### config.mk
export PLATFORM = sky130hd
export DESIGN_NAME = feedback_frame_sync_parser
export DESIGN_NICKNAME = d
export VERILOG_FILES = /design/src/rtl/ffsp_pkg.sv /design/src/rtl/ffsp_front.sv /design/src/rtl/ffsp_queue.sv /design/src/rtl/ffsp_back.sv /design/src/rtl/feedback_frame_sync_parser.sv
export SDC_FILE = /design/constraint.sdc
export NUM_CORES = 1
export LEC_CHECK = 0
export ABC_AREA = 1
export BUFFER_PORTS_ARGS = -buffer_cell sky130_fd_sc_hd__buf_2
export CORE_UTILIZATION = 60
export CTS_BUF_LIST = sky130_fd_sc_hd__clkbuf_8
export DETAILED_ROUTE_END_ITERATION = 8
export GPL_TIMING_DRIVEN = 0
export PLACE_DENSITY = 0.9
export SETUP_SLACK_MARGIN = 0.3
export SYNTH_ARGS = -nofsm -noshare
export SYNTH_HDL_FRONTEND = slang
export SYNTH_SLANG_ARGS = --single-unit
### constraint.sdc
create_clock -name clk -period 20 [get_ports clk]
set_input_delay 4 -clock clk [delete_from_list [all_inputs] [get_ports clk]]
set_output_delay 4 -clock clk [all_outputs]
set_load 0.005 [all_outputs]
### src/rtl/ffsp_pkg.sv
// ----------------------------------------------------------------------------
// ffsp_pkg: shared types and constants of the feedback frame sync parser
// Frame layout, sync word, register indexes and the records passed between
// the byte front end, the frame queue and the result back end.
// ----------------------------------------------------------------------------
package ffsp_pkg;

	localparam logic [15:0] SYNC_WORD   = 16'hABCD;
	localparam int          FRAME_BYTES = 18;
	localparam int          LATCH_WORDS = 8;
	localparam int          POS_W       = 5;
	localparam int          QUEUE_DEPTH_DEF = 2;

	// Frame word indexes.
	localparam int W_ECHO_FIRST  = 1;
	localparam int W_ECHO_SECOND = 2;
	localparam int W_RIGHT_SPEED = 3;
	localparam int W_LEFT_SPEED  = 4;
	localparam int W_BATTERY     = 5;
	localparam int W_TEMPERATURE = 6;
	localparam int W_LED         = 7;

	localparam logic signed [15:0] BATTERY_MIN_RST       = 16'sd1500;
	localparam logic signed [15:0] BATTERY_MAX_RST       = 16'sd6000;
	localparam logic signed [15:0] TEMPERATURE_MIN_RST   = -16'sd400;
	localparam logic signed [15:0] TEMPERATURE_LIMIT_RST = 16'sd900;

	typedef enum logic [1:0] {
		CFG_BATTERY_MIN       = 2'd0,
		CFG_BATTERY_MAX       = 2'd1,
		CFG_TEMPERATURE_MIN   = 2'd2,
		CFG_TEMPERATURE_LIMIT = 2'd3
	} cfg_index_t;

	typedef struct packed {
		logic signed [15:0] battery_min;
		logic signed [15:0] battery_max;
		logic signed [15:0] temperature_min;
		logic signed [15:0] temperature_limit;
	} cfg_t;

	// One completed frame: check result and words 1..7.
	typedef struct packed {
		logic                              ok;
		logic [LATCH_WORDS-1:1][15:0]      words;
	} frame_rec_t;

	typedef struct packed {
		logic valid;
		logic full;
	} q_stat_t;

endpackage

### src/rtl/ffsp_front.sv
// ----------------------------------------------------------------------------
// ffsp_front: byte front end
// Detects the sync word, assembles the frame word by word with a running
// XOR, and emits one frame record when the checksum word arrives.
// ----------------------------------------------------------------------------
module ffsp_front (
	input  logic                  clk,
	input  logic                  arst_n,
	input  logic                  byte_valid,
	input  logic [7:0]            rx_byte,
	output logic                  rec_push,
	output ffsp_pkg::frame_rec_t  rec
);
	import ffsp_pkg::*;

	localparam logic [POS_W-1:0] POS_START = POS_W'(2);
	localparam logic [POS_W-1:0] POS_LAST  = POS_W'(FRAME_BYTES - 1);

	logic [7:0]                   prev_q;
	logic [POS_W-1:0]             pos_q;
	logic [7:0]                   lo_q;
	logic [15:0]                  xor_q;
	logic [LATCH_WORDS-1:0][15:0] words_q;

	logic        sync;
	logic        open;
	logic [15:0] word;
	logic [3:0]  widx;

	assign sync = (rx_byte == SYNC_WORD[15:8]) && (prev_q == SYNC_WORD[7:0]);
	assign open = (pos_q >= POS_START) && (pos_q <= POS_LAST);
	assign word = {rx_byte, lo_q};
	assign widx = pos_q[POS_W-1:1];

	// A frame completes on the high byte of the checksum word, unless that
	// byte also closes a sync word, which restarts assembly instead.
	assign rec_push = byte_valid && !sync && (pos_q == POS_LAST);
	assign rec.ok   = (words_q[0] == SYNC_WORD) && (xor_q == word);
	assign rec.words = words_q[LATCH_WORDS-1:1];

	always_ff @(posedge clk or negedge arst_n) begin
		if (!arst_n) begin
			prev_q <= '0;
			pos_q  <= '0;
		end else if (byte_valid) begin
			prev_q <= rx_byte;
			if (sync) begin
				pos_q <= POS_START;
			end else if (pos_q == POS_LAST) begin
				pos_q <= '0;
			end else if (open) begin
				pos_q <= pos_q + POS_W'(1);
			end
		end
	end

	always_ff @(posedge clk) begin
		if (byte_valid) begin
			if (sync) begin
				words_q[0] <= SYNC_WORD;
				xor_q      <= SYNC_WORD;
			end else if (open) begin
				if (!pos_q[0]) begin
					lo_q <= rx_byte;
				end else if (widx < 4'(LATCH_WORDS)) begin
					words_q[widx[2:0]] <= word;
					xor_q              <= xor_q ^ word;
				end
			end
		end
	end

endmodule

### src/rtl/ffsp_queue.sv
// ----------------------------------------------------------------------------
// ffsp_queue: frame record queue
// Short first-in first-out buffer between the front end and the back end.
// ----------------------------------------------------------------------------
module ffsp_queue #(
	parameter int DEPTH = ffsp_pkg::QUEUE_DEPTH_DEF
) (
	input  logic                  clk,
	input  logic                  arst_n,
	input  logic                  push,
	input  ffsp_pkg::frame_rec_t  wr_rec,
	input  logic                  pop,
	output ffsp_pkg::frame_rec_t  rd_rec,
	output ffsp_pkg::q_stat_t     stat
);
	import ffsp_pkg::*;

	localparam int PTR_W = (DEPTH > 1) ? $clog2(DEPTH) : 1;
	localparam int CNT_W = $clog2(DEPTH + 1);
	localparam logic [PTR_W-1:0] PTR_LAST = PTR_W'(DEPTH - 1);

	frame_rec_t              mem_q [DEPTH];
	logic [PTR_W-1:0]        wr_ptr_q;
	logic [PTR_W-1:0]        rd_ptr_q;
	logic [CNT_W-1:0]        cnt_q;
	logic                    do_push;
	logic                    do_pop;

	assign stat.valid = (cnt_q != '0);
	assign stat.full  = (cnt_q == CNT_W'(DEPTH));
	assign do_push    = push && !stat.full;
	assign do_pop     = pop && stat.valid;
	assign rd_rec     = mem_q[rd_ptr_q];

	always_ff @(posedge clk or negedge arst_n) begin
		if (!arst_n) begin
			wr_ptr_q <= '0;
			rd_ptr_q <= '0;
			cnt_q    <= '0;
		end else begin
			if (do_push) begin
				wr_ptr_q <= (wr_ptr_q == PTR_LAST) ? '0 : wr_ptr_q + PTR_W'(1);
			end
			if (do_pop) begin
				rd_ptr_q <= (rd_ptr_q == PTR_LAST) ? '0 : rd_ptr_q + PTR_W'(1);
			end
			unique case ({do_push, do_pop})
				2'b10:   cnt_q <= cnt_q + CNT_W'(1);
				2'b01:   cnt_q <= cnt_q - CNT_W'(1);
				default: cnt_q <= cnt_q;
			endcase
		end
	end

	always_ff @(posedge clk) begin
		if (do_push) begin
			mem_q[wr_ptr_q] <= wr_rec;
		end
	end

endmodule

### src/rtl/ffsp_back.sv
// ----------------------------------------------------------------------------
// ffsp_back: result back end
// Applies one frame record to the latched words, the counters and the power
// fault flag; these registers are the result register itself.
// ----------------------------------------------------------------------------
module ffsp_back (
	input  logic                       clk,
	input  logic                       arst_n,
	input  ffsp_pkg::cfg_t             cfg,
	input  ffsp_pkg::q_stat_t          q_stat,
	input  ffsp_pkg::frame_rec_t       rec,
	output logic                       rec_pop,
	output logic                       out_valid,
	input  logic                       out_ready,
	output logic                       frame_valid,
	output logic [ffsp_pkg::LATCH_WORDS-1:1][15:0] latched,
	output logic                       power_fault,
	output logic [31:0]                good_frames,
	output logic [31:0]                bad_frames
);
	import ffsp_pkg::*;

	logic               fault_new;
	logic signed [15:0] bat;
	logic signed [15:0] tmp;

	assign rec_pop = q_stat.valid && (!out_valid || out_ready);
	assign bat     = $signed(rec.words[W_BATTERY]);
	assign tmp     = $signed(rec.words[W_TEMPERATURE]);
	assign fault_new = (bat < cfg.battery_min) || (bat > cfg.battery_max) ||
	                   (tmp < cfg.temperature_min) || (tmp >= cfg.temperature_limit);

	always_ff @(posedge clk or negedge arst_n) begin
		if (!arst_n) begin
			out_valid   <= 1'b0;
			frame_valid <= 1'b0;
			latched     <= '0;
			power_fault <= 1'b0;
			good_frames <= '0;
			bad_frames  <= '0;
		end else begin
			if (rec_pop) begin
				out_valid   <= 1'b1;
				frame_valid <= rec.ok;
				if (rec.ok) begin
					latched     <= rec.words;
					power_fault <= fault_new;
					good_frames <= good_frames + 32'd1;
				end else begin
					bad_frames <= bad_frames + 32'd1;
				end
			end else if (out_ready) begin
				out_valid <= 1'b0;
			end
		end
	end

endmodule

### src/rtl/feedback_frame_sync_parser.sv
// ----------------------------------------------------------------------------
// feedback_frame_sync_parser: sync word frame parser with XOR checksum
// Top level: configuration registers, front end, frame queue and back end.
// ----------------------------------------------------------------------------
// Usage:
// The input channel (in_valid, in_ready, rx_byte) takes one received byte per
// beat, one beat per cycle. The byte pair 0xCD then 0xAB restarts frame
// assembly at any point; after 18 bytes the frame is checked and one result
// beat leaves on the output channel (out_valid, out_ready and the fields).
// The latched fields and power_fault show the last good frame.
// A completed frame is written into the frame queue, and the back end then
// registers its result from the queue head. Throughput: one byte per cycle;
// in_ready drops only while the frame queue (QUEUE_DEPTH records) is full,
// which happens only when the receiver stalls results over several frames.
// The configuration channel (cfg_valid, cfg_ready, cfg_index, cfg_data) is
// always ready and writes the four limits; write it only while idle.
// Reset clears the counters, latched words, fault flag and any open frame,
// and loads the default limits.
// ----------------------------------------------------------------------------
module feedback_frame_sync_parser #(
	parameter int QUEUE_DEPTH = ffsp_pkg::QUEUE_DEPTH_DEF
) (
	input  logic               clk,
	input  logic               arst_n,
	input  logic               cfg_valid,
	output logic               cfg_ready,
	input  logic [1:0]         cfg_index,
	input  logic [15:0]        cfg_data,
	input  logic               in_valid,
	output logic               in_ready,
	input  logic [7:0]         rx_byte,
	output logic               out_valid,
	input  logic               out_ready,
	output logic               frame_valid,
	output logic signed [15:0] left_wheel_speed,
	output logic signed [15:0] right_wheel_speed,
	output logic signed [15:0] battery_level,
	output logic signed [15:0] board_temperature,
	output logic signed [15:0] echo_first,
	output logic signed [15:0] echo_second,
	output logic [15:0]        led_word,
	output logic               power_fault,
	output logic [31:0]        good_frames,
	output logic [31:0]        bad_frames
);
	import ffsp_pkg::*;

	cfg_t                         cfg_q;
	frame_rec_t                   push_rec;
	frame_rec_t                   head_rec;
	q_stat_t                      q_stat;
	logic                         push;
	logic                         pop;
	logic                         byte_take;
	logic [LATCH_WORDS-1:1][15:0] latched;

	assign cfg_ready = 1'b1;
	assign in_ready  = !q_stat.full;
	assign byte_take = in_valid && in_ready;

	always_ff @(posedge clk or negedge arst_n) begin
		if (!arst_n) begin
			cfg_q.battery_min       <= BATTERY_MIN_RST;
			cfg_q.battery_max       <= BATTERY_MAX_RST;
			cfg_q.temperature_min   <= TEMPERATURE_MIN_RST;
			cfg_q.temperature_limit <= TEMPERATURE_LIMIT_RST;
		end else if (cfg_valid) begin
			unique case (cfg_index_t'(cfg_index))
				CFG_BATTERY_MIN:       cfg_q.battery_min       <= $signed(cfg_data);
				CFG_BATTERY_MAX:       cfg_q.battery_max       <= $signed(cfg_data);
				CFG_TEMPERATURE_MIN:   cfg_q.temperature_min   <= $signed(cfg_data);
				CFG_TEMPERATURE_LIMIT: cfg_q.temperature_limit <= $signed(cfg_data);
				default:               cfg_q <= cfg_q;
			endcase
		end
	end

	ffsp_front u_front (
		.clk        (clk),
		.arst_n     (arst_n),
		.byte_valid (byte_take),
		.rx_byte    (rx_byte),
		.rec_push   (push),
		.rec        (push_rec)
	);

	ffsp_queue #(
		.DEPTH (QUEUE_DEPTH)
	) u_queue (
		.clk    (clk),
		.arst_n (arst_n),
		.push   (push),
		.wr_rec (push_rec),
		.pop    (pop),
		.rd_rec (head_rec),
		.stat   (q_stat)
	);

	ffsp_back u_back (
		.clk         (clk),
		.arst_n      (arst_n),
		.cfg         (cfg_q),
		.q_stat      (q_stat),
		.rec         (head_rec),
		.rec_pop     (pop),
		.out_valid   (out_valid),
		.out_ready   (out_ready),
		.frame_valid (frame_valid),
		.latched     (latched),
		.power_fault (power_fault),
		.good_frames (good_frames),
		.bad_frames  (bad_frames)
	);

	assign echo_first        = $signed(latched[W_ECHO_FIRST]);
	assign echo_second       = $signed(latched[W_ECHO_SECOND]);
	assign right_wheel_speed = $signed(latched[W_RIGHT_SPEED]);
	assign left_wheel_speed  = $signed(latched[W_LEFT_SPEED]);
	assign battery_level     = $signed(latched[W_BATTERY]);
	assign board_temperature = $signed(latched[W_TEMPERATURE]);
	assign led_word          = latched[W_LED];

	// A completed frame is never dropped: the queue has room whenever a byte
	// is taken.
	a_push_has_room: assert property (@(posedge clk) disable iff (!arst_n)
		push |-> !q_stat.full)
		else $error("frame record pushed into a full queue");

	// A waiting result keeps the counters it reports.
	a_counts_hold: assert property (@(posedge clk) disable iff (!arst_n)
		out_valid && !out_ready |=> $stable(good_frames) && $stable(bad_frames))
		else $error("counters changed under a stalled result");

	// A queued frame follows a taken result in the next cycle.
	a_back_refills: assert property (@(posedge clk) disable iff (!arst_n)
		out_valid && out_ready && q_stat.valid |=> out_valid)
		else $error("back end idled with a queued frame");

endmodule

==> results of run 1 <==
## power by group through the flow
stage	combinational (mW)	sequential (mW)	clock, mW
after CTS	0.944	1.79	1.05
final	0.951	1.79	1.04
after global routing	1.06	1.81	1.11
after global placement	0.864	1.80	0
after detailed placement	0.928	1.81	0
after floorplan	0.539	1.76	0
## kinds of logic after synthesis
| kind of cell | after synthesis | synth area share [%] |
|---|---|---|
| DFF | 638 | 70.69 |
| xor gates and xnor gates | 84 | 2.907 |
| buffers and inverters | 246 | 3.811 |
| AOI/OAI and AO/OA | 250 | 5.660 |
| and+or+nand+nor | 809 | 13.56 |
| other | 1 | 0.01482 |
| adders and majority gates | 68 | 3.361 |
## sequential cells by signal (all words and copies together) (netlist names), 2 cells and up
name                count
cfg_q                  64
u_back.bad_frames      32
u_back.good_frames     32
u_back.latched        112
u_front.lo_q            8
u_front.pos_q           5
u_front.prev_q          8
u_front.rec           112
u_front.words_q        16
u_front.xor_q          16
u_queue.cnt_q           2
u_queue.mem_q         226
## worst reg2reg max path: cells and delay by family, from the launching register on
kind                       cells  cell delay (ns)
AOI/OAI and AO/OA              3             0.46
adders and majority gates      1             0.29
buffers and inverters          5             1.48
DFF                            1             0.37
and+or+nand+nor                8             0.82
## layer usage
metal	vias to the layer above	share of wire, %	track usage (%)
met4	0	5.2	16.31
met3	213	8.3	5.946
met5	-	0	0
li1	7794	-	-
met1	8536	38	37.42
met2	892	49	49.49
## cells in the mapped netlist (all sizes together)
cell / n / share of area (%)
nor2: 177 / 2.9
dfrtp: 232 / 23
nor3b: 1 / 0.030
nand4: 22 / 0.59
buf: 19 / 0.44
a21oi: 37 / 0.73
nand3: 47 / 1.0
o211ai: 6 / 0.18
a31oi: 111 / 2.7
and2: 2 / 0.049
nand3b: 2 / 0.059
o21a: 2 / 0.059
inv: 174 / 2.6
nor4: 10 / 0.25
or2: 8 / 0.20
xnor2: 23 / 0.80
conb: 1 / 0.015
nor3: 29 / 0.78
or4: 1 / 0.030
o22ai: 2 / 0.049
xor2: 61 / 2.1
o21ai: 89 / 1.8
clkbuf: 53 / 0.79
ha: 68 / 3.4
a211oi: 2 / 0.059
dfstp: 28 / 2.9
nand2: 510 / 7.7
o2111ai: 1 / 0.035
edfxtp: 378 / 45
## per-stage QoR
step / setup WS, ns / utilization, % / total power [mW] / cell area (um2) / hold slack (ns)
after global routing: 13.53 / 70.96 / 3.977 / 29240 / 0.4367
after CTS: 13.51 / 70.91 / 3.788 / 29220 / 0.4331
final: 13.62 / 70.96 / 3.788 / 29240 / 0.4406
after detailed placement: 12.88 / 66.24 / 2.738 / 27290 / 0.4290
after global placement: 7.132 / 65.60 / 2.665 / 27030 / 0.4217
after floorplan: 10.20 / - / 2.303 / 25310 / 0.4215
## cell type report
cell class | count | area (um2) | share of cell area [%]
Sequential cell | 638 | 17890 | 61.20
Multi-Input combinational cell | 1212 | 6492 | 22.21
Clock buffer | 116 | 1597 | 5.460
Timing Repair Buffer | 223 | 1300 | 4.446
Tap cell | 532 | 665.6 | 2.277
Inverter | 174 | 655.6 | 2.242
Clock inverter | 65 | 326.6 | 1.117
Buffer | 72 | 309.0 | 1.057
## path summary, 6_finish.rpt
check,slack [ns],startpoint,endpoint
worst max-delay path,13.62,rx_byte[2],u_queue.mem_q[0][27]
worst min register to register,0.44,u_front.rec[96],u_queue.mem_q[0][96]
min in group asynchronous,3.26,arst_n,u_back.latched[41]
worst max register to register,16.49,u_queue.rd_ptr_q,u_back.power_fault
worst min-delay path,0.44,u_front.rec[96],u_queue.mem_q[0][96]
max in group asynchronous,15.29,arst_n,u_back.good_frames[3]
==> summary.txt, run 1 <==
Run status
  – Outcome: completed

STA
  – RSZ-0062 raised after global routing: no
  – Final Max Tran Viols: 0
  – Tmin final: 6.379 ns
  – Worst-margin pin slew: 1.300 ns
  – TNS Setup: 0 ns
  – Max Freq: roughly 160 MHz
  – Slew headroom: about an eighth
  – Final Hold Vio Count: 0
  – Clock skew: approximately 0.053 ns
  – Setup-failing EPs final: 0
  – Fin crit share: 31.89%

Global route
  – Initial antenna violation count: 0
  – Vias in the first global route: 17.80k
  – Tot GR Track Use: 29.93%
  – Pin count of the biggest net entering global routing: 122
  – Congestion Overflow GR: 0
  – First-pass GRT wire length: a little under 100,000 um

Setup path
  – WS Path Type: in2reg
  – Delay-heaviest family, CP: simple AND/OR/NAND/NOR gates
  – CP Depth: 9
  – CP max stage cell: nor2_4
  – WP data arrival: 6.72 ns
  – Startpoint types: input port
  – Worst-path fanout max: 33
  – WP data required: 20.35 ns
  – Most used cell along the critical path: buf_12
  – Critical Path, Cell by Cell: buf_2, inv_1, nand4_1, nor2_1, nand2_1, nand3_1, nor2_4, buf_12, buf_12
  – Worst Path Buf+Inv: 4
  – Element type at the critical path end: register
  – Worst stage delay on the critical path: 0.73 ns
  – Reg2Reg Depth: 17

Hold path
  – Worst Hold Class: reg2reg
  – Hold depth: 0

Floorplan
  – Initial Utilization: 61.43%
  – Row count: 74
  – Top Ports: 212
  – Placeable Area: 41,200 um2
  – Die width: 207.4 um
  – Die Y: 207.4 um
  – Die area: 43,010 um2

Logic synthesis
  – Post-Syn Area per Cell: 12.08 um2
  – Synthesized net count: approximately 2.2k
  – FF+latch count, synth: 638
  – Yosys Warn Count: 0
  – Sequential area share after synthesis: between 70% and 80%
  – Unique masters post-synth: 44
  – Mapped Cells: 2,096
  – Syn Std Cell Area: 25,310 um2

Clock tree
  – Worst-case clock buffer depth: 3
  – Clock sink count: 638
  – H-tree depth: 3
  – Worst-path clk slew: 0.07 ns
  – Clock Latency Late Sink: around 0.7 ns
  – Post-CTS Setup Inserts: 0
  – Root buffer cell: clkbuf_8
  – CTS tree: built
  – Post-CTS Hold Fix Bufs: 0
  – CTS buffer count: 96
  – PostCTS Resize Cnt: 0

Finish
  – Nets: 2,516
  – Fin cells: 3,032
  – Layout cells sized above 1: 17.92%
  – Fill cell count: approximately 2.6k
  – Most common cell after layout, fill and taps aside: nand2_1
  – # diodes: 0
  – Most frequent cells in the layout: nand2_1 (503), edfxtp_1 (378), dfrtp_1 (232), buf_2 (225), inv_1 (214)
  – Layout area overhead: 15.51%

Routing
  – Drt pass-1 iters: 6
  – Vias: 17.44k
  – Post-route ant nets: 0
  – Detailed Route Iter0 Violations: 1,788
  – DRC Markers: 0
  – Average wire per standard cell: approximately 21 um
  – DR vias/cell: about 5.8
  – Final wirelength: around 63,000 um

Power and ir drop
  – Pint: between 2 and 3 mW
  – Power per cell area: ~130 nW/um2
  – Flop pwr share: 47.4%
  – Clock network power share: 27.5%
  – Leak: 12.62 nW
  – Combinational Power Share: between 20% and 30%
  – Peak VDD IR: 86.81 uV
  – Psw: 1.277 mW
  – Sw Share: approximately a third

Placed design
  – Post-DP HPWL: 41,740 um
  – DP Cell Count: 2,850
  – Port bufs: 210
  – Routability cong.: 0.9237

Flow run
  – Max-cap violations: 0
No activity file was read; power rests on OpenSTA's default activity.
==> run 2, diff against run 1 <==
==> constraint.sdc (replaced) <==
create_clock -name clk -period 5.9 [get_ports clk]
set_input_delay 1.18 -clock clk [delete_from_list [all_inputs] [get_ports clk]]
set_output_delay 1.18 -clock clk [all_outputs]
set_load 0.005 [all_outputs]
==> run 2 against run 1 <==
Routed wire length rose by 0.27%; sequential share of layout area did not move; clock-buffer cell count did not move; critical path depth did not move; clock skew rose by 0.0043 ns; combinational power rose to 3.4 times the previous value; first-iteration DRC count rose by 1.9%; final cell count did not move; worst hold slack got worse by 0.0060 ns; sequential power rose to 3.4 times the previous value; global-route usage barely moved; die area did not move.
==> summary.txt, run 2 (synthesis results as in run 1) <==
Global route
  – Initial antenna violation count: 0
  – Tot GR Track Use: ~30%
  – Pin count of the biggest net entering global routing: 122
  – First-pass GRT wire length: 98,100 um
  – Congestion Overflow GR: 0
  – Vias in the first global route: 17.81k

Clock tree
  – Root buffer cell: clkbuf_8
  – PostCTS Resize Cnt: 0
  – Clock sink count: around 640
  – Worst-path clk slew: 0.07 ns
  – H-tree depth: 3
  – CTS tree: built
  – Post-CTS Setup Inserts: 0
  – Clock Latency Late Sink: 0.69 ns
  – Post-CTS Hold Fix Bufs: 0
  – Worst-case clock buffer depth: 3
  – CTS buffer count: 96

STA
  – Max Freq: about 280 MHz
  – Worst setup margin: roughly 2.3 ns
  – Clock skew: 0.05755 ns
  – Slew headroom: 13.19%
  – Final Hold Vio Count: 0
  – Tmin final: ~3.6 ns
  – Fin crit share: 60.69%
  – Setup-failing EPs final: 0
  – Worst-margin pin slew: 1.299 ns
  – RSZ-0062 raised after global routing: no
  – Final Max Tran Viols: 0
  – Min Hold Slack: ~0.43 ns

Power and ir drop
  – Sw Share: between 30 and 40%
  – Flop pwr share: between 40% and 50%
  – Combinational Power Share: 25.1%
  – Pint: 8.513 mW
  – Power per cell area: approximately 440 nW/um2
  – Peak VDD IR: a little under 300 uV
  – Clock network power share: between 20% and 30%
  – Tot Pwr: 12.85 mW
  – Psw: between 4 and 5 mW
  – Leak: 12.62 nW

Setup path
  – Critical Path, Cell by Cell: buf_2, inv_1, nand4_1, nor2_1, nand2_1, nand3_1, nor2_4, buf_12, buf_12
  – Worst-path fanout max: 33
  – Most used cell along the critical path: buf_12
  – WP data arrival: between 3 and 4 ns
  – Element type at the critical path end: register
  – CP max stage cell: nor2_4
  – Startpoint types: input port
  – Worst stage delay on the critical path: between 0.7 and 0.8 ns
  – WS Path Type: in2reg
  – WP data required: 6.24 ns

Finish
  – Reg area: 17,890 um2
  – Largest reg by FF count: u_queue.mem_q
  – Layout cells sized above 1: 17.92%
  – Nets: 2,516
  – Fin cells: 3,032
  – Most common cell after layout, fill and taps aside: nand2_1
  – Most frequent cells in the layout: nand2_1 (503), edfxtp_1 (378), dfrtp_1 (232), buf_2 (225), inv_1 (214)
  – Post-layout util: 70.96%
  – # diodes: 0
  – Max reg flops: 226
  – Layout area overhead: 15.51%
  – Fill cell count: ~2.6k
  – Area of the multi-input gates: 6492 um2

Routing
  – DRC Markers: 0
  – Final wirelength: 63,500 um
  – Vias: 17.46k
  – Drt pass-1 iters: 7
  – DR vias/cell: 5.759
  – Detailed Route Iter0 Violations: 1,822
  – Post-route ant nets: 0
  – Average wire per standard cell: 20.94 um

Floorplan
  – Row count: 74
  – Die Y: 207.4 um
  – Top Ports: around 210
  – Initial Utilization: between 60% and 70%
  – Die area: 43,010 um2
  – Placeable Area: 41,200 um2
  – Die width: 207.4 um

Placed design
  – Port bufs: 210
  – Post-DP HPWL: ~42,000 um
  – Routability cong.: ~0.92
  – Pre-CTS WS: around 1.6 ns
  – DP Cell Count: 2,850

Run status
  – Outcome: completed

Hold path
  – Worst Hold Class: in2async

Flow run
  – Max-cap violations: 0
## run 2: power groups by stage
stage               registers, mW  clock network, mW  logic (mW)
floorplan                    5.98                  0        1.83
global placement             6.10                  0        2.93
detailed placement           6.14                  0        3.15
CTS                          6.07               3.57        3.20
global route                 6.13               3.75        3.60
finish                       6.09               3.54        3.22
## run 2: per-layer routing
layer | vias to the layer above | share of wire, % | global-route usage [%]
li1 | 7795 | - | -
met1 | 8563 | 38 | 37.46
met2 | 897 | 49 | 49.51
met3 | 206 | 8.7 | 5.900
met4 | 0 | 4.9 | 16.42
met5 | - | 0 | 0
## run 2: path summary, 6_finish.rpt
kind | startpoint | to | slack, ns | depth (start not counted)
worst min register to register | u_front.rec[59] | u_queue.mem_q[0][59] | 0.44 | 0
worst min-delay path | arst_n | u_back.latched[41] | 0.43 | 1
min in group clk | u_front.rec[59] | u_queue.mem_q[0][59] | 0.44 | 0
worst max register to register | u_queue.rd_ptr_q | u_back.power_fault | 2.39 | 17
worst max-delay path | rx_byte[2] | u_queue.mem_q[0][32] | 2.32 | 9
max in group asynchronous | arst_n | u_back.latched[71] | 4.01 | 3
## run 2: critical path, delay by kind of cell
kind | cells | cell delay [ns]
AND/OR/NAND/NOR | 5 | 1.60
buffers and inverters | 4 | 1.07
## run 2: final cells by class
class / count / area share (%)
Multi-Input combinational cell: 1212 / 22.21
Sequential cell: 638 / 61.20
Tap cell: 532 / 2.277
Buffer: 72 / 1.057
Timing Repair Buffer: 223 / 4.446
Inverter: 174 / 2.242
Clock buffer: 116 / 5.460
Clock inverter: 65 / 1.117
## run 2: per-stage QoR
step,setup TNS (ns),area (um2)
floorplan,-244.86,25310
global placement,-1182.40,27030
detailed placement,0,27290
CTS,0,29220
global route,0,29240
finish,0,29240
